**src/rtl/core/stop_order_trigger_pool_assert.svh**
```systemverilog
// Assertion macros for the pool RTL, included by sotp_back; clk and arst_n come from the module using them.
`ifndef STOP_ORDER_TRIGGER_POOL_ASSERT_SVH
`define STOP_ORDER_TRIGGER_POOL_ASSERT_SVH

// same-cycle implication
`define SOTP_ASSERT_IMP(lbl, ante, cons) \
	lbl: assert property (@(posedge clk) disable iff (!arst_n) (ante) |-> (cons)) \
		else $error("sotp assertion failed");

// next-cycle implication
`define SOTP_ASSERT_NXT(lbl, ante, cons) \
	lbl: assert property (@(posedge clk) disable iff (!arst_n) (ante) |=> (cons)) \
		else $error("sotp assertion failed");

`endif

```
**src/rtl/core/sotp_pkg.sv**
```systemverilog
`default_nettype none
package sotp_pkg;

	typedef enum logic [1:0] {
		FN_SUBMIT = 2'd0,
		FN_CANCEL = 2'd1,
		FN_EXPIRE = 2'd2,
		FN_TRADE  = 2'd3
	} func_t;

	typedef enum logic [3:0] {
		RES_ACCEPTED  = 4'd0,
		RES_BAD_PARAM = 4'd1,
		RES_MKT_LIMIT = 4'd2,
		RES_LIM_MISS  = 4'd3,
		RES_POOL_FULL = 4'd4,
		RES_CANCELLED = 4'd5,
		RES_NOT_FOUND = 4'd6,
		RES_EXPIRED   = 4'd7,
		RES_TRIGGERED = 4'd8
	} res_t;

	// classified command passed from front to back
	typedef struct packed {
		func_t              func;
		res_t               res;
		logic               kind;
		logic [1:0]         side;
		logic signed [31:0] trig;
		logic signed [31:0] lim;
		logic [31:0]        qty;
		logic [63:0]        tval;   // expiry for submit, now for sweep
		logic [31:0]        id;
		logic signed [31:0] tp;
	} cmd_t;

	// one stored stop
	typedef struct packed {
		logic [31:0]        id;
		logic               side;
		logic               kind;
		logic signed [31:0] trig;
		logic signed [31:0] lim;
		logic [31:0]        qty;
		logic [63:0]        expiry;
	} slot_t;

	typedef struct packed {
		res_t               res;
		logic [31:0]        id;
		logic [1:0]         side;
		logic               kind;
		logic signed [31:0] trig;
		logic signed [31:0] reis;
		logic [31:0]        qty;
	} rslt_t;

endpackage
`default_nettype wire

```
**src/rtl/core/sotp_front.sv**
```systemverilog
`default_nettype none
module sotp_front (
	input  wire logic               in_valid,
	output logic                    in_ready,
	input  wire logic [1:0]         func,
	input  wire logic               stop_kind,
	input  wire logic [1:0]         side,
	input  wire logic signed [31:0] trig_px,
	input  wire logic signed [31:0] lmt_px,
	input  wire logic [31:0]        quantity,
	input  wire logic [63:0]        time_to_live,
	input  wire logic [63:0]        now_time,
	input  wire logic [31:0]        ord_ref,
	input  wire logic signed [31:0] trade_price,
	output logic                    cmd_valid,
	input  wire logic               cmd_ready,
	output sotp_pkg::cmd_t          cmd
);
	import sotp_pkg::*;

	logic [64:0] exp_sum;
	logic [63:0] expiry;
	logic        drop;
	res_t        chk;

	assign exp_sum = {1'b0, now_time} + {1'b0, time_to_live};

	always_comb begin
		if (time_to_live == 64'd0) begin
			expiry = 64'd0;
		end else if (exp_sum[64]) begin
			expiry = '1;
		end else begin
			expiry = exp_sum[63:0];
		end
	end

	always_comb begin
		if (quantity == 32'd0 || side > 2'd1 || trig_px <= 32'sd0) begin
			chk = RES_BAD_PARAM;
		end else if (!stop_kind && lmt_px != 32'sd0) begin
			chk = RES_MKT_LIMIT;
		end else if (stop_kind && lmt_px <= 32'sd0) begin
			chk = RES_LIM_MISS;
		end else begin
			chk = RES_ACCEPTED;
		end
	end

	// a trade at price zero fires nothing: take it and drop it here
	assign drop = (func_t'(func) == FN_TRADE) && (trade_price == 32'sd0);

	assign cmd_valid = in_valid && !drop;
	assign in_ready  = cmd_ready || drop;

	always_comb begin
		cmd.func = func_t'(func);
		cmd.res  = chk;
		cmd.kind = stop_kind;
		cmd.side = side;
		cmd.trig = trig_px;
		cmd.lim  = lmt_px;
		cmd.qty  = quantity;
		cmd.tval = (func_t'(func) == FN_SUBMIT) ? expiry : now_time;
		cmd.id   = ord_ref;
		cmd.tp   = trade_price;
	end
endmodule
`default_nettype wire

```
**config.mk**
```make
export PLATFORM = sky130hd
export DESIGN_NAME = sotp_front
export DESIGN_NICKNAME = d
export VERILOG_FILES = /design/src/rtl/core/stop_order_trigger_pool_assert.svh /design/src/rtl/core/sotp_pkg.sv /design/src/rtl/core/sotp_front.sv
export SDC_FILE = /design/constraint.sdc
export NUM_CORES = 1
export LEC_CHECK = 0
export ABC_CLOCK_PERIOD_IN_PS = 4920
export BUFFER_PORTS_ARGS = -buffer_cell sky130_fd_sc_hd__buf_2
export CAP_MARGIN = 5
export CORE_AREA = 2 2 209 211
export DETAILED_ROUTE_END_ITERATION = 6
export DIE_AREA = 0 0 211 213
export PLACE_DENSITY_LB_ADDON = 0.08
export SLEW_MARGIN = 20
export SYNTH_ARGS = -nofsm -noshare
export SYNTH_HDL_FRONTEND = slang
export SYNTH_SLANG_ARGS = --single-unit
```
**constraint.sdc**
```tcl
create_clock -name vclk -period 4.92
set_input_delay 0.984 -clock vclk [all_inputs]
set_output_delay 0.984 -clock vclk [all_outputs]
set_load 0.02 [all_outputs]
```
Word-level counts from Yosys, hierarchy flattened

Cells that the tools add are included.

Flip-flop bits (word level): 0
Output and inout bits: 235

Add/subtract/negate cells: 1
Order comparisons: 3
Eq/ne operators: 1
Muxes and demuxes: 6
Reductions and logical operators: 14

Operators by type and width:

| cell                                                          | count |
|---|---|
| two-way mux 64 bit                                            | 3 |
| adder 64 x 64 -> 65 bit                                       | 1 |
| <= comparator 32 x 1 -> 1 bit, second input constant          | 2 |
| zero test 32 bit                                              | 2 |
| zero test 64 bit                                              | 1 |
| nonzero test 32 bit                                           | 1 |
| two-way mux 2 bit                                             | 3 |
| logical AND 1 bit                                             | 4 |
| logical OR 1 bit                                              | 3 |
| == test 2 bit, second input constant                          | 1 |
| greater-than comparator 2 x 1 -> 1 bit, second input constant | 1 |
| zero test 1 bit                                               | 2 |
| zero test 2 bit                                               | 1 |

Longest topological paths before layout

Word-level depth: 5
Gate-level depth with buffers: 14
Depth with buffers taken out: 13

Least setup slack after synthesis

No wires, ideal clock.

Path type: input port to output port
Start: input port time_to_live[0]
End: output port cmd[108] (netlist bit)
Arrival: 3.819 ns
Data required time: 3.936 ns
Slack: 0.117 ns
Cell stages on the path: 12
Cell sequence: ha_1 > fa_1 > a21o_1 > a221oi_2 > a21oi_2 > o21ai_2 > a21oi_1 > a21oi_1 > o21bai_1 > a21oi_1 > o31ai_1 > o311ai_1

RTL lines:

| what        | line             | source |
|---|---|---|
| from (decl) | sotp_front.sv:11 | `input wire logic [63:0] time_to_live,` |
| to (decl)   | sotp_front.sv:17 | `output sotp_pkg::cmd_t cmd` |

==> flow_metrics.env <==
export IMPL_synth_top_family_by_area="compound AO/OA/AOI/OAI gates"
export IMPL_utilization_pct=24.39
export IMPL_dr_pass1_iters=5
export IMPL_fp_row_count=76
export IMPL_pre_cts_slack_ns=-0.4722
export IMPL_outcome="finished, violations left"
export IMPL_rsz0062_at_grt="true"
export IMPL_dp_cells=1966
export IMPL_synthCells=1004
export IMPL_synth_xor_area_share_pct=7.959
export IMPL_power_density_nw_per_um2=153.5
export IMPL_arrival_ns=3.99
export IMPL_grt_pass1_vias=8975
export IMPL_critPathMaxFanout=8
export IMPL_timing_slew_headroom_pct=50.41
export IMPL_wire_per_inst_um=20.84
export IMPL_nets=1798
export IMPL_core_sq_um=42700
export IMPL_cp_cell_sequence="buf_8 -> ha_4 -> fa_2 -> a21o_1 -> a221oi_2 -> buf_4 -> a21oi_4 -> o21ai_4 -> a2111o_1 -> nand3_4 -> a211oi_4 -> buf_6 -> o31ai_4 -> buf_12 -> buf_4 -> nor4_4 -> a22oi_2 -> buf_6"
export IMPL_top_level_ports=530
export IMPL_startpoint_type="input port"
export IMPL_crit_buf_inv=6
export IMPL_dieArea_sq_um=44940
export IMPL_area_growth_pct=60.42
export IMPL_die_h_um=213
export IMPL_track_usage_pct=17.17
export IMPL_die_width_um=211
export IMPL_seq_cells=0
export IMPL_viasPerCell=4.386
export IMPL_n_fill_cell=4922
export IMPL_synth_fa_ha_area_share_pct=12.64
export IMPL_drv_slew=0
export IMPL_clkbuf_count=0
export IMPL_synth_warning_count=0
export IMPL_endpoint_kind="primary output"
export IMPL_drc=0
export IMPL_io_buffers=462
export IMPL_ant_nets=0
export IMPL_worstMarginPinSlew_ns=0.7371
export IMPL_initialDrtViolationCount=377
export IMPL_fin_crit_ns=4.970
export IMPL_drive_gt1_share_pct=53.69
export IMPL_ir_drop_mv=0.03806
export IMPL_synthSimpleGateAreaFrac_pct=25.52
export IMPL_slowest_delay_ns=0.35
export IMPL_cp_slowest_cell="fa_2"
export IMPL_final_cell_mix="424 x buf_2, 189 x buf_4, 112 x nand2_1"
export IMPL_maxCapViolCount=0
export IMPL_stdcell_count=1986
export IMPL_total_leakage_power_nw=5.126
export IMPL_grt_pass1_wl_um=58100
export IMPL_ff_latch_area_sq_um=0
export IMPL_syn_area_sq_um=6492
export IMPL_routed_wl_um=41400
export IMPL_violations="setup timing"
export IMPL_synthDistinctLibCells=65
export IMPL_via_count=8710
export IMPL_yosysSeqAreaShare_pct=0
export IMPL_crit_family="compound AO/OA/AOI/OAI gates"
export IMPL_finalSetupViolCount=12
export IMPL_antenna_found_initial=5
export IMPL_syn_area_per_cell_sq_um=6.467
export IMPL_synthMuxAreaShare_pct=0
export IMPL_postLayoutSetupSlackWorst_ns=-0.04994
export IMPL_dp_hpwl_um=36890
export IMPL_gp_congestion=0.8167
export IMPL_initial_core_util_pct=15.21
export IMPL_gr_total_overflow=0
export IMPL_fmax_mhz=201.2
export IMPL_layout_commonest_cell="buf_2"
export IMPL_criticalPathCategory="in -> out"
export IMPL_fin_crit_sh_pct=101.0
export IMPL_synth_compound_area_share_pct=30.47
export IMPL_crit_required_ns=3.94
export IMPL_grt_start_max_net_pins=26
export IMPL_hold_viol_final=0
export IMPL_hp_class="in -> out"
-- synthesized netlist by cell type (4+ instances only) --
| cell | number | share of area, % |
|---|---|---|
| a31oi_1 | 10 | 0.96 |
| ha_1 | 64 | 12 |
| or4_1 | 4 | 0.46 |
| o41ai_1 | 4 | 0.54 |
| buf_2 | 21 | 1.6 |
| nand3_1 | 12 | 0.93 |
| o21bai_1 | 13 | 1.5 |
| and3_1 | 5 | 0.48 |
| nor2b_1 | 7 | 0.67 |
| nor3_1 | 15 | 1.2 |
| nor2_1 | 82 | 4.7 |
| o21ai_0 | 44 | 3.4 |
| xnor2_1 | 38 | 5.1 |
| o21ai_1 | 54 | 4.2 |
| inv_1 | 13 | 0.75 |
| xor2_1 | 21 | 2.8 |
| o21a_1 | 4 | 0.46 |
| a21o_1 | 45 | 5.2 |
| a21oi_1 | 75 | 5.8 |
| clkbuf_1 | 29 | 1.7 |
| buf_4 | 167 | 19 |
| nand4_1 | 34 | 3.3 |
| nand2b_1 | 8 | 0.77 |
| nand2_1 | 112 | 6.5 |
| nor4_1 | 50 | 4.8 |
| o211ai_1 | 11 | 1.3 |
-- timing repair --
| action | 4_1_cts | 5_1_grt |
|---|---|---|
| pin swaps | 24 | 28 |
| hold buffers | 0 | 0 |
| gates cloned | 2 | 2 |
| resized for setup | 121 | 99 |
| endpoints found under the setup margin | 64 | 64 |
| buffers inserted | 10 | 5 |
-- per-stage QoR --
| step | power (mW) | setup TNS, ns | hold WS [ns] | cell area (sq um) |
|---|---|---|---|---|
| after detailed placement | 1.386 | -19.30 | 1.968 | 9339 |
| after floorplan | 0.8411 | 0 | 2.081 | 6496 |
| final | 1.599 | -0.2607 | 1.968 | 10420 |
| after CTS | 1.511 | -0.7732 | 1.968 | 9916 |
| after global placement | 1.400 | -16.58 | 1.968 | 9339 |
| after global routing | 1.737 | -7.538 | 1.968 | 10420 |
-- layout make-up --
cell class	instances	area (sq um)	area share, %
multi-input combinational	775	5632	54.07
timing repair buffer	648	4041	38.80
tap	546	683.2	6.559
inverter	13	48.80	0.4685
antenna	4	10.01	0.09611
-- where the power goes --
part	internal, mW	total (mW)	switching (mW)
Combinational	0.697	1.60	0.902
Sequential	0	0	0
Clock	0.000000109	0.000000109	0
-- per-layer routing --
metal | track usage [%] | share of wire (%)
met1 | 22.33 | 45
met2 | 30.82 | 49
met3 | 1.000 | 3.3
met4 | 4.347 | 2.6
met5 | 0 | 0
-- final timing paths --
path / start / end / slack (ns) / depth (start not counted)
hold / removal: ord_ref[1] / cmd[33] / 1.97 / 0
setup / recovery: time_to_live[0] / cmd[127] / -0.05 / 18
-- logic make-up after synthesis --
group                      Yosys count
adders and majority gates           65
other                                1
xor gates and xnor gates            59
AOI/OAI and AO/OA                  304
buffers and inverters              230
and+or+nand+nor                    345
No activity file was read; power rests on OpenSTA's default activity.
