--- src/rtl/core/stop_order_trigger_pool_assert.svh ---
// Assertion macros for the pool RTL, included by sotp_back; clk and arst_n come from the module using them.
`ifndef STOP_ORDER_TRIGGER_POOL_ASSERT_SVH
`define STOP_ORDER_TRIGGER_POOL_ASSERT_SVH

// same-cycle implication
`define SOTP_ASSERT_IMP(lbl, ante, cons) \
	lbl: assert property (@(posedge clk) disable iff (!arst_n) (ante) |-> (cons)) \
		else $error("sotp assertion failed");

// next-cycle implication
`define SOTP_ASSERT_NXT(lbl, ante, cons) \
	lbl: assert property (@(posedge clk) disable iff (!arst_n) (ante) |=> (cons)) \
		else $error("sotp assertion failed");

`endif

--- src/rtl/core/sotp_pkg.sv ---
`default_nettype none
package sotp_pkg;

	typedef enum logic [1:0] {
		FN_SUBMIT = 2'd0,
		FN_CANCEL = 2'd1,
		FN_EXPIRE = 2'd2,
		FN_TRADE  = 2'd3
	} func_t;

	typedef enum logic [3:0] {
		RES_ACCEPTED  = 4'd0,
		RES_BAD_PARAM = 4'd1,
		RES_MKT_LIMIT = 4'd2,
		RES_LIM_MISS  = 4'd3,
		RES_POOL_FULL = 4'd4,
		RES_CANCELLED = 4'd5,
		RES_NOT_FOUND = 4'd6,
		RES_EXPIRED   = 4'd7,
		RES_TRIGGERED = 4'd8
	} res_t;

	// classified command passed from front to back
	typedef struct packed {
		func_t              func;
		res_t               res;
		logic               kind;
		logic [1:0]         side;
		logic signed [31:0] trig;
		logic signed [31:0] lim;
		logic [31:0]        qty;
		logic [63:0]        tval;   // expiry for submit, now for sweep
		logic [31:0]        id;
		logic signed [31:0] tp;
	} cmd_t;

	// one stored stop
	typedef struct packed {
		logic [31:0]        id;
		logic               side;
		logic               kind;
		logic signed [31:0] trig;
		logic signed [31:0] lim;
		logic [31:0]        qty;
		logic [63:0]        expiry;
	} slot_t;

	typedef struct packed {
		res_t               res;
		logic [31:0]        id;
		logic [1:0]         side;
		logic               kind;
		logic signed [31:0] trig;
		logic signed [31:0] reis;
		logic [31:0]        qty;
	} rslt_t;

endpackage
`default_nettype wire

--- src/rtl/core/sotp_queue.sv ---
`default_nettype none
module sotp_queue (
	input  wire logic      clk,
	input  wire logic      arst_n,
	input  wire logic      push_valid,
	output logic           push_ready,
	input  sotp_pkg::cmd_t push_data,
	output logic           pop_valid,
	input  wire logic      pop,
	output sotp_pkg::cmd_t pop_data
);
	import sotp_pkg::*;

	cmd_t       ent_q [2];
	logic       wp_q;
	logic       rp_q;
	logic [1:0] cnt_q;
	logic       do_push;
	logic       do_pop;

	assign push_ready = (cnt_q != 2'd2);
	assign pop_valid  = (cnt_q != 2'd0);
	assign pop_data   = ent_q[rp_q];
	assign do_push    = push_valid && push_ready;
	assign do_pop     = pop && pop_valid;

	always_ff @(posedge clk) begin
		if (do_push) begin
			ent_q[wp_q] <= push_data;
		end
	end

	always_ff @(posedge clk or negedge arst_n) begin
		if (!arst_n) begin
			wp_q  <= 1'b0;
			rp_q  <= 1'b0;
			cnt_q <= 2'd0;
		end else begin
			if (do_push) begin
				wp_q <= !wp_q;
			end
			if (do_pop) begin
				rp_q <= !rp_q;
			end
			cnt_q <= cnt_q + {1'b0, do_push} - {1'b0, do_pop};
		end
	end
endmodule
`default_nettype wire

--- config.mk ---
export PLATFORM = sky130hd
export DESIGN_NAME = sotp_queue
export DESIGN_NICKNAME = d
export VERILOG_FILES = /design/src/rtl/core/stop_order_trigger_pool_assert.svh /design/src/rtl/core/sotp_pkg.sv /design/src/rtl/core/sotp_queue.sv
export SDC_FILE = /design/constraint.sdc
export NUM_CORES = 1
export LEC_CHECK = 0
export BUFFER_PORTS_ARGS = -buffer_cell sky130_fd_sc_hd__clkbuf_2
export CAP_MARGIN = 20
export CORE_MARGIN = 2
export CORE_UTILIZATION = 40
export CTS_CLUSTER_DIAMETER = 30
export DETAILED_ROUTE_END_ITERATION = 10
export PLACE_DENSITY = 0.66
export RECOVER_POWER = 25
export REMOVE_ABC_BUFFERS = 1
export SYNTH_ARGS = -nofsm -noshare
export SYNTH_HDL_FRONTEND = slang
export SYNTH_SLANG_ARGS = --single-unit
--- constraint.sdc ---
create_clock -name clk -period 11.72 [get_ports clk]
set_input_delay 2.344 -clock clk [delete_from_list [all_inputs] [get_ports clk]]
set_output_delay 2.344 -clock clk [all_outputs]
set_load 0.02 [all_outputs]
Yosys cells after proc, flatten, opt, wreduce, memory -nomap -nowiden:

Memory sizes are Yosys's and may differ from the RTL's.
Cells that the tools add are included.

* memories kept: 1
* register bits: 4
* word-level logic and storage cells: 14
* memory bits (writable): 466

* eq/ne operators: 1
* reduce and logical (&&, ||, !) cells: 5
* add/subtract/negate cells: 2
* mux-type cells: 2

Memories
* ent_q: depth 2, bits a word 233, read ports 1, clocked after Yosys merged registers in 0, wr ports 1, RTL line sotp_queue.sv:14 `cmd_t ent_q [2];`

Operator list (count)
* 2-bit by 1-bit adder with 2-bit output: 1
* 1-bit logical AND: 2
* 1-bit logical NOT: 2
* 1-bit two-way mux: 2
* 2-bit inequality test (second input constant): 1
* 2-bit nonzero test: 1
* 2-bit by 1-bit subtractor with 2-bit output: 1

Longest topological paths before layout:

Gate-level depths: netlist of run 1.

* depth in word-level cells: 4
* depth in mapped cells: 5
* depth with buffers taken out: 5

Least setup slack after synthesis of run 1:

Ideal clock, no wire load.

* kind: input port to flip-flop
* from: input push_valid
* to: memory ent_q[0][0] (netlist name) (enable)
* library setup time: 0.831 ns
* arrival: 12.079 ns
* stages: 2
* setup slack: -1.189 ns
* path through: nand2_1 -> nor2_1

* cells in the longest elaborated chain, start to end: 3

RTL lines
* from (decl): RTL line sotp_queue.sv:5 `input wire logic push_valid,`
* 1-bit logical AND: RTL line sotp_queue.sv:24 `assign do_push = push_valid && push_ready;`
* 1-bit two-way mux: RTL line sotp_queue.sv:28 `if (do_push) begin`
* 1-bit two-way mux (not written as such): RTL line sotp_queue.sv:29 `ent_q[wp_q] <= push_data;`
* to (decl): RTL line sotp_queue.sv:14

Every way passes these cells.

==> flow_metrics.env, run 1 <==
export IMPL_status="finished, final reports clean"
export IMPL_crit_path_frequent_cell="buf_4"
export IMPL_grt_pass1_wl_mm=55.9
export IMPL_combPwrFrac_pct=29.7
export IMPL_die_x_um=214
export IMPL_insertion_delay_ns=0.59
export IMPL_vias=9020
export IMPL_ys_seq_area_share_pct=79.7
export IMPL_cts_setup_buffers=0
export IMPL_slowest_delay_ns=0.78
export IMPL_p_sw_share_pct=31.2
export IMPL_yosys_area_share_simple_pct=0.332
export IMPL_ir_drop_mv=0.273
export IMPL_portBuffers=471
export IMPL_syn_area_um2=17700
export IMPL_hold_class="reg2reg"
export IMPL_met2_wirelength_mm=19.3
export IMPL_post_route_util_pct=53.3
export IMPL_crit_chain="buf_4 -> buf_4 -> mux2_4 -> clkbuf_2"
export IMPL_synthTopCellsByArea="edfxtp_1, mux2_4, mux2_2"
export IMPL_yosys_warnings=0
export IMPL_leakage_nw=9.12
export IMPL_worstPathMaxFanout=47
export IMPL_crit_required_ns=9.38
export IMPL_slew_headroom_pct=28.0
export IMPL_area_delta_synth_final_pct=32.3
export IMPL_highest_layer="met5"
export IMPL_internal_power_w=0.00470
export IMPL_grt_overflow_total=0
export IMPL_synth_distinct_cells=19
export IMPL_clock_power_share_pct=34.8
export IMPL_grt_pass1_vias=9585
export IMPL_multi_input_area_um2=3360
export IMPL_wl_per_cell_um=19.3
export IMPL_reg2reg_depth=4
export IMPL_critPathCaptureType="primary output"
export IMPL_cts_root_buffer_cell="clkbuf_16"
export IMPL_worstPathArrival_ns=3.43
export IMPL_yosys_area_share_adder_pct=0.0707
export IMPL_clock_sinks=470
export IMPL_start_util_pct=40.3
export IMPL_numCtsBuffers=89
export IMPL_tightest_slew_ns=1.08
export IMPL_synth_seq_cells=470
export IMPL_row_count=77
export IMPL_hold_viol=0
export IMPL_grt_usage_pct=16.2
export IMPL_synth_top_family_by_area="multiplexers"
export IMPL_vias_per_cell=4.60
export IMPL_synth_mux_area_share_pct=18.2
export IMPL_drv_cap=0
export IMPL_drt_pass1_iter_count=4
export IMPL_grt_start_max_net_pins=116
export IMPL_synth_cells=747
export IMPL_clock_fmax_mhz=173
export IMPL_synth_area_leader_cell="edfxtp_1"
export IMPL_hold_depth=1
export IMPL_fin_crit_ns=5.77
export IMPL_min_period_over_period_pct=49.2
export IMPL_setup_tns_final_ns=0
export IMPL_synth_area_per_cell_um2=23.7
export IMPL_wl_mm=37.7
export IMPL_ctsHoldBuffers=0
export IMPL_antenna_found_initial=7
export IMPL_yosysMostFrequentCell="edfxtp_1"
export IMPL_fp_dieH_um=214
export IMPL_n_fill_cell=3592
export IMPL_cts_tree="done"
export IMPL_sequentialPowerShare_pct=35.5
export IMPL_hpwl_mm=25.1
export IMPL_synth_xor_area_share_pct=0.149
export IMPL_drt_met1_wl_mm=14.1
export IMPL_nNetsFinal=1531
export IMPL_synth_common_cells="edfxtp_1, mux2_4, mux2_2, buf_6, buf_2"
export IMPL_cpMaxStageDelayCell="dfrtp_4"
export IMPL_rsz0062_at_grt="no"
export IMPL_io_pins=472
export IMPL_synth_flop_cell="edfxtp_1"
export IMPL_regArea_um2=14100
export IMPL_antenna_left=0
export IMPL_startpoint_type="register"
export IMPL_slew_viol_final=0
export IMPL_power_per_cell_area_nw_per_um2=292
export IMPL_p_switching_w=0.00213
export IMPL_hold_ws_ns=0.590
export IMPL_cts_resized=0
export IMPL_die_area_um2=45900
export IMPL_setup_viol=0
export IMPL_gp_congestion=0.787
export IMPL_synth_edf_count=466
export IMPL_yosys_area_top_type_share_pct=79.1
export IMPL_fin_skew_ns=0.0136
export IMPL_synth_compound_area_share_pct=0.134
export IMPL_drtIter0Drc=498
export IMPL_drive_gt1_share_pct=55.5
export IMPL_clkSlewWorstSetupHoldPaths_ns=0.04
export IMPL_drc=0
export IMPL_path_class="reg2out"
export IMPL_synthArstFlopShare_pct=0.851
export IMPL_clock_path_buffers=3
export IMPL_fp_coreArea_um2=43900
export IMPL_htree_levels=3
export IMPL_dr_wl_met3_mm=3.41
## logic make-up (layout without fill, tap and decap cells)
logic type	after synthesis	in the layout
buf+inv	26	646
flops	470	470
other cells	0	1
fa+ha+maj	1	1
simple gates	11	11
xor+xnor	3	3
mux	233	233
compound gates	3	3
## worst paths after layout
| kind | from | to | slack (ns) |
|---|---|---|---|
| max | rp_q | pop_data[164] | 5.95 |
| min | wp_q | wp_q | 0.59 |
| max reg2reg | cnt_q[0] | ent_q[1][88] | 8.53 |
| min reg2reg | wp_q | wp_q | 0.59 |
| max in group asynchronous | arst_n | rp_q | 9.83 |
| min in group asynchronous | arst_n | rp_q | 1.62 |
## worst max-delay path, delay by kind of cell, from the launching register on
family	cells	cell delay (ns)
buffers and inverters	3	1.56
muxes	1	0.36
DFF	1	0.78
## metrics by stage
step / cells / cell area, µm² / setup slack (ns) / power (W)
floorplan: 721 / 17400 / -1.19 / 0.00427
global placement: 1794 / 20600 / 6.58 / 0.00449
detailed placement: 1794 / 20600 / 6.55 / 0.00451
CTS: 1959 / 23500 / 5.89 / 0.00693
global route: 1959 / 23400 / 5.78 / 0.00711
finish: 1960 / 23400 / 5.95 / 0.00683
## cell usage in the layout, fill, tap and decap left out
cell and count:
edfxtp_1 466, clkbuf_2 368, mux2_4 160, clkbuf_1 113, clkbuf_16 92, mux2_2 73
clkinv_2 16, clkinvlp_4 11, clkinv_1 10, buf_4 9, clkinv_4 8, inv_6 7
bufinv_16 5, xnor2_1 3, clkbuf_8 3, dfrtp_1 3, nand2_1 2, nor2_1 2
buf_1 2, diode_2 1, nand2b_1 1, nor4bb_1 1, nor2b_1 1, a311oi_1 1
nor2_4 1, o21ba_2 1, nand3_1 1, o21ai_0 1, and3_4 1, or2_2 1
ha_1 1, clkinv_8 1, buf_12 1, dfrtp_4 1
## power groups by stage
stage	combinational [W]	clock, W	sequential, W
global route	0.00214	0.00252	0.00246
floorplan	0.00160	0	0.00267
detailed placement	0.00206	0	0.00246
finish	0.00203	0.00238	0.00243
global placement	0.00205	0	0.00244
CTS	0.00206	0.00243	0.00243
## final cells by class
class / count / share of cell area (%)
multi-input cells: 251 / 14.4
clock inverters: 58 / 2.13
clock buffers: 107 / 10.2
well taps: 592 / 3.17
flip-flops and latches: 470 / 60.2
repair buffers: 481 / 9.90
diodes: 1 / 0.0107
## state kept, by name, summed over array words and instances, names as in the netlist
name	cells
ent_q	466
cnt_q	2
rp_q	1
wp_q	1
## metal layers
| layer | track usage, % | vias to the layer above |
|---|---|---|
| li1 | - | 4124 |
| met1 | 18.4 | 4481 |
| met2 | 27.3 | 351 |
| met3 | 6.37 | 58 |
| met4 | 6.60 | 6 |
| met5 | 0 | - |
Power figures use the tool's default switching activity.
==> run 2, diff against run 1 <==
Clock period 11.72 ns to 5.05 ns, I/O delays scaled along.
==> run 2 against run 1 <==
Sequential power rose by 130%. Sequential share of layout area down 1.0 points. Clock skew fell by 0.0020 ns. Combinational power grew 130%. Core utilization up 0.91 points. First-iteration DRC count fell by 2.4%. Critical path depth shrank 1. Clock power grew to 2.5 times the previous value. Wire length down 1.4%. Via count rose by 1.0%. Power increased by 140%. Highest routed layer unchanged.
==> flow_metrics.env, run 2 (synthesis gave the netlist of run 1 again) <==
export IMPL_cts_root_buffer_cell="clkbuf_16"
export IMPL_reg2reg_from="cnt_q[0]"
export IMPL_fp_coreArea_um2=43900
export IMPL_hold_class="in2async"
export IMPL_p_total_w=0.0164
export IMPL_slowest_delay_ns=1.13
export IMPL_fp_dieH_um=214
export IMPL_rsz0062_at_grt="no"
export IMPL_grtUsageMet2_pct=26.3
export IMPL_crit_required_ns=4.04
export IMPL_setup_viol=0
export IMPL_power_per_cell_area_nw_per_um2=688
export IMPL_path_depth=3
export IMPL_fin_skew_ns=0.0116
export IMPL_critPathCaptureType="primary output"
export IMPL_grt_usage_pct=16.0
export IMPL_path_class="reg2out"
export IMPL_die_x_um=214
export IMPL_reg2reg_depth=3
export IMPL_io_pins=472
export IMPL_die_area_um2=45900
export IMPL_wl_mm=37.2
export IMPL_wl_per_cell_um=18.8
export IMPL_crit_start="rp_q"
export IMPL_portBuffers=471
export IMPL_grt_pass1_wl_mm=55.7
export IMPL_clock_fmax_mhz=265
export IMPL_status="finished, final reports clean"
export IMPL_final_cell_mix="edfxtp_1, clkbuf_2, mux2_4, clkbuf_1, clkbuf_16"
export IMPL_drv_cap=0
export IMPL_vias=9113
export IMPL_leakage_nw=9.31
export IMPL_regMostFlops="ent_q"
export IMPL_drc=0
export IMPL_grt_pass1_vias=9835
export IMPL_antenna_left=0
export IMPL_setup_tns_final_ns=0
export IMPL_met1_usage_pct=17.9
export IMPL_cpMaxStageDelayCell="dfrtp_4"
export IMPL_grt_use_met3_pct=6.79
export IMPL_cts_setup_buffers=0
export IMPL_hold_viol=0
export IMPL_hpwl_mm=24.7
export IMPL_grt_overflow_total=0
export IMPL_clock_sinks=470
export IMPL_grt_start_max_net_pins=128
export IMPL_start_util_pct=40.3
export IMPL_min_period_over_period_pct=74.7
export IMPL_startpoint_type="register"
export IMPL_reg_top3="ent_q x466, cnt_q x2"
export IMPL_critPathBufInv=2
export IMPL_r2r_slack_ns=2.77
export IMPL_vias_per_cell=4.61
export IMPL_area_delta_synth_final_pct=34.6
export IMPL_fin_crit_ns=3.77
export IMPL_insertion_delay_ns=0.61
export IMPL_worstPathMaxFanout=54
export IMPL_slew_viol_final=0
export IMPL_ctsHoldBuffers=0
export IMPL_reg2reg_to="ent_q[1][73]"
export IMPL_htree_levels=3
export IMPL_drtIter0Drc=486
export IMPL_cts_tree="done"
export IMPL_busiest_layer="met2"
export IMPL_nNetsFinal=1545
export IMPL_crit_path_end="pop_data[22]"
export IMPL_drt_pass1_iter_count=4
export IMPL_clkSlewWorstSetupHoldPaths_ns=0.04
export IMPL_cp_top_family="flip-flops"
export IMPL_crit_chain="buf_4 -> mux2_2 -> clkbuf_2"
export IMPL_ir_drop_mv=0.453
export IMPL_tightest_slew_ns=1.07
export IMPL_slew_headroom_pct=29.0
export IMPL_worstPathArrival_ns=2.76
export IMPL_antenna_found_initial=3
export IMPL_largest_register_ffs=466
export IMPL_clock_path_buffers=3
export IMPL_final_common_cell="edfxtp_1"
export IMPL_cts_resized=0
export IMPL_row_count=77
export IMPL_drive_gt1_share_pct=56.3
export IMPL_gp_congestion=0.834
export IMPL_numCtsBuffers=94
run 2: cell types whose count changed in the layout (fill, tap and decap cells not counted), moves of 5 or more:
| cell | delta |
|---|---|
| buf_12 | +5 |
| clkinv_4 | -5 |
| inv_6 | -5 |
| clkbuf_16 | +5 |
| bufinv_16 | +7 |
| clkbuf_1 | -9 |
| clkbuf_2 | +11 |
| clkinv_1 | +6 |
run 2: worst min path at each step:
stage,from,endpoint,slack (ns),cells past startpoint
after floorplan,wp_q,wp_q,0.46,1
after global placement,wp_q,wp_q,0.54,1
final,arst_n,cnt_q[0],0.27,1
after detailed placement,wp_q,wp_q,0.55,1
after global routing,arst_n,cnt_q[0],0.25,1
after CTS,arst_n,cnt_q[0],0.18,1
run 2: metrics by stage:
stage	worst slack [ns]	cells	utilization [%]	area (µm²)	hold WS [ns]
finish	1.28	1978	54.2	23800	0.266
global route	1.12	1976	54.2	23800	0.252
CTS	1.18	1975	54.4	23900	0.180
detailed placement	1.84	1803	47.3	20800	0.546
global placement	1.90	1803	47.3	20800	0.539
floorplan	-6.53	721	-	17400	0.460
run 2: area by class of cell:
cell class | instances | area, µm²
multi-input combinational | 251 | 3360
sequential | 470 | 14100
antenna | 3 | 7.51
timing repair buffer | 490 | 2460
fill | 3549 | 20100
clock buffer | 111 | 2480
clock inverter | 61 | 657
tap | 592 | 741
run 2: power breakdown:
| part | switching [W] | internal, W |
|---|---|---|
| sequential | 0.000325 | 0.00535 |
| clock | 0.00190 | 0.00409 |
| combinational | 0.00273 | 0.00199 |
run 2: layer usage:
layer,routed length (µm),vias up
met1,14100,4500
met5,13,-
met4,1340,2
li1,-,4161
met3,3170,85
met2,18500,365
==> run 3, diff against run 2 <==
Clock period 5.05 ns to 3.3 ns, I/O delays scaled along.
==> run 3 against run 2 <==
Sequential share of layout area fell by 0.23 points. Sequential power rose by 51%. Power rose by 54%. Design area rose by 0.38%. Critical path depth did not move. Die area did not move. Combinational power rose by 57%. Setup slack got worse by 1.1 ns. Largest cell class unchanged. Highest routed layer unchanged.
==> flow_metrics.env, run 3 (synthesis gave the netlist of run 1 again) <==
export IMPL_final_cell_mix="edfxtp_1, clkbuf_2, mux2_4, clkbuf_1, clkbuf_16"
export IMPL_startpoint_type="register"
export IMPL_grt_pass1_vias=9773
export IMPL_min_to="ent_q[0][23]"
export IMPL_drtIter0Drc=488
export IMPL_p_total_w=0.0253
export IMPL_fp_coreArea_um2=43900
export IMPL_r2r_slack_ns=1.28
export IMPL_die_area_um2=45900
export IMPL_status="finished, final reports clean"
export IMPL_cts_root_buffer_cell="clkbuf_16"
export IMPL_hold_class="in2reg"
export IMPL_grt_pass1_wl_mm=57.3
export IMPL_reg2reg_depth=3
export IMPL_cts_tree="done"
export IMPL_sequentialPowerShare_pct=33.9
export IMPL_critPathCaptureType="primary output"
export IMPL_min_period_over_period_pct=93.4
export IMPL_largest_register_ffs=466
export IMPL_tightest_slew_ns=0.702
export IMPL_clock_power_share_pct=36.8
export IMPL_clock_path_buffers=3
export IMPL_fin_skew_ns=0.0136
export IMPL_hpwl_mm=24.9
export IMPL_worstPathMaxFanout=46
export IMPL_drt_pass1_iter_count=5
export IMPL_p_sw_share_pct=30.4
export IMPL_leakage_nw=9.37
export IMPL_clkSlewWorstSetupHoldPaths_ns=0.05
export IMPL_htree_levels=3
export IMPL_wl_mm=37.7
export IMPL_portBuffers=471
export IMPL_clock_sinks=470
export IMPL_drv_cap=0
export IMPL_path_class="reg2out"
export IMPL_reg_top3="ent_q x466, cnt_q x2"
export IMPL_crit_chain="buf_12 -> mux2_2 -> clkbuf_2"
export IMPL_die_x_um=214
export IMPL_rsz0062_at_grt="no"
export IMPL_wl_per_cell_um=19.0
export IMPL_setup_viol=0
export IMPL_slew_headroom_pct=53.2
export IMPL_drive_gt1_share_pct=55.7
export IMPL_area_delta_synth_final_pct=35.1
export IMPL_io_pins=472
export IMPL_n_fill_cell=3530
export IMPL_reg2reg_from="cnt_q[0]"
export IMPL_pre_cts_ws_ns=0.829
export IMPL_hold_viol=0
export IMPL_drc=0
export IMPL_antenna_left=0
export IMPL_postLayoutSetupSlackWorst_ns=0.218
export IMPL_final_common_cell="edfxtp_1"
export IMPL_p_switching_w=0.00768
export IMPL_start_util_pct=40.3
export IMPL_ir_drop_mv=0.616
export IMPL_numCtsBuffers=94
export IMPL_vias_per_cell=4.61
export IMPL_power_per_cell_area_nw_per_um2=1060
export IMPL_grt_usage_pct=16.4
export IMPL_gp_congestion=0.767
export IMPL_cpMaxStageDelayCell="dfrtp_4"
export IMPL_crit_required_ns=2.64
export IMPL_cts_resized=0
export IMPL_n_antenna_cell=0
export IMPL_clock_fmax_mhz=324
export IMPL_antenna_found_initial=2
export IMPL_worstPathArrival_ns=2.42
export IMPL_hold_depth=1
export IMPL_reg2reg_to="ent_q[1][129]"
export IMPL_nNetsFinal=1546
export IMPL_vias=9118
export IMPL_slew_viol_final=0
export IMPL_insertion_delay_ns=0.60
export IMPL_fin_crit_ns=3.08
export IMPL_internal_power_w=0.0176
export IMPL_worstHoldStart="push_data[23]"
export IMPL_slowest_delay_ns=0.82
export IMPL_regMostFlops="ent_q"
export IMPL_combPwrFrac_pct=29.2
export IMPL_fp_dieH_um=214
export IMPL_grt_overflow_total=0
export IMPL_row_count=77
export IMPL_grt_start_max_net_pins=107
## run 3: changes by cell type in the layout (fill, tap and decap cells not counted), sizes merged
cell	before	now
buf	21	20
dlygate4sd3	0	1
clkinv	31	38
clkbuf	580	579
clkinvlp	15	6
bufinv	12	13
diode	3	0
inv	3	8
## run 3: repair_timing
item                                   CTS  global route
endpoints found under the hold margin    4             0
hold buffers                             1             0
setup buffers                            0             0
## run 3: layout make-up
type	count	area [µm²]	share of cell area [%]
clock buffer	109	2470	10.3
tap	592	741	3.10
sequential	470	14100	59.0
timing repair buffer	491	2520	10.5
clock inverter	65	704	2.95
multi-input combinational	251	3360	14.1
## run 3: worst max path at each step
stage / from / endpoint / slack, ns / depth (start not counted)
floorplan: cnt_q[0] / ent_q[0][0] / -7.97 / 3
global placement: rp_q / pop_data[60] / 0.85 / 3
detailed placement: rp_q / pop_data[43] / 0.83 / 3
CTS: rp_q / pop_data[43] / 0.15 / 3
global route: rp_q / pop_data[57] / 0.12 / 3
finish: rp_q / pop_data[57] / 0.22 / 3
## run 3: metal layers
metal | vias up | share of wire [%] | global-route usage, %
li1 | 4161 | - | -
met4 | 2 | 2.8 | 7.38
met3 | 77 | 8.0 | 5.97
met2 | 357 | 50 | 27.1
met5 | - | 0.040 | 0
met1 | 4521 | 39 | 19.3
## run 3: worst max-delay path: cells and delay by family, from the launching register on
kind | cells | cell delay, ns
muxes | 1 | 0.38
buffers and inverters | 2 | 0.53
DFF | 1 | 0.82
## run 3: power groups by stage
stage / Combinational, W / Sequential [W] / Clock [W]
after floorplan: 0.00330 / 0.00869 / 0
after global placement: 0.00751 / 0.00862 / 0
after detailed placement: 0.00752 / 0.00870 / 0
after CTS: 0.00755 / 0.00860 / 0.00952
after global routing: 0.00783 / 0.00871 / 0.00982
final: 0.00740 / 0.00859 / 0.00932
## run 3: stage by stage
stage | area (µm²) | util (%) | instances | setup TNS (ns) | hold WS [ns]
6_report | 23900 | 54.4 | 1978 | 0 | 0.241
5_1_grt | 23900 | 54.4 | 1978 | 0 | 0.203
4_1_cts | 24000 | 54.7 | 1978 | 0 | 0.190
3_5_place_dp | 20800 | 47.4 | 1803 | 0 | 0.489
3_3_place_gp | 20800 | 47.4 | 1803 | 0 | 0.481
2_1_floorplan | 17400 | - | 721 | -3897.22 | 0.364
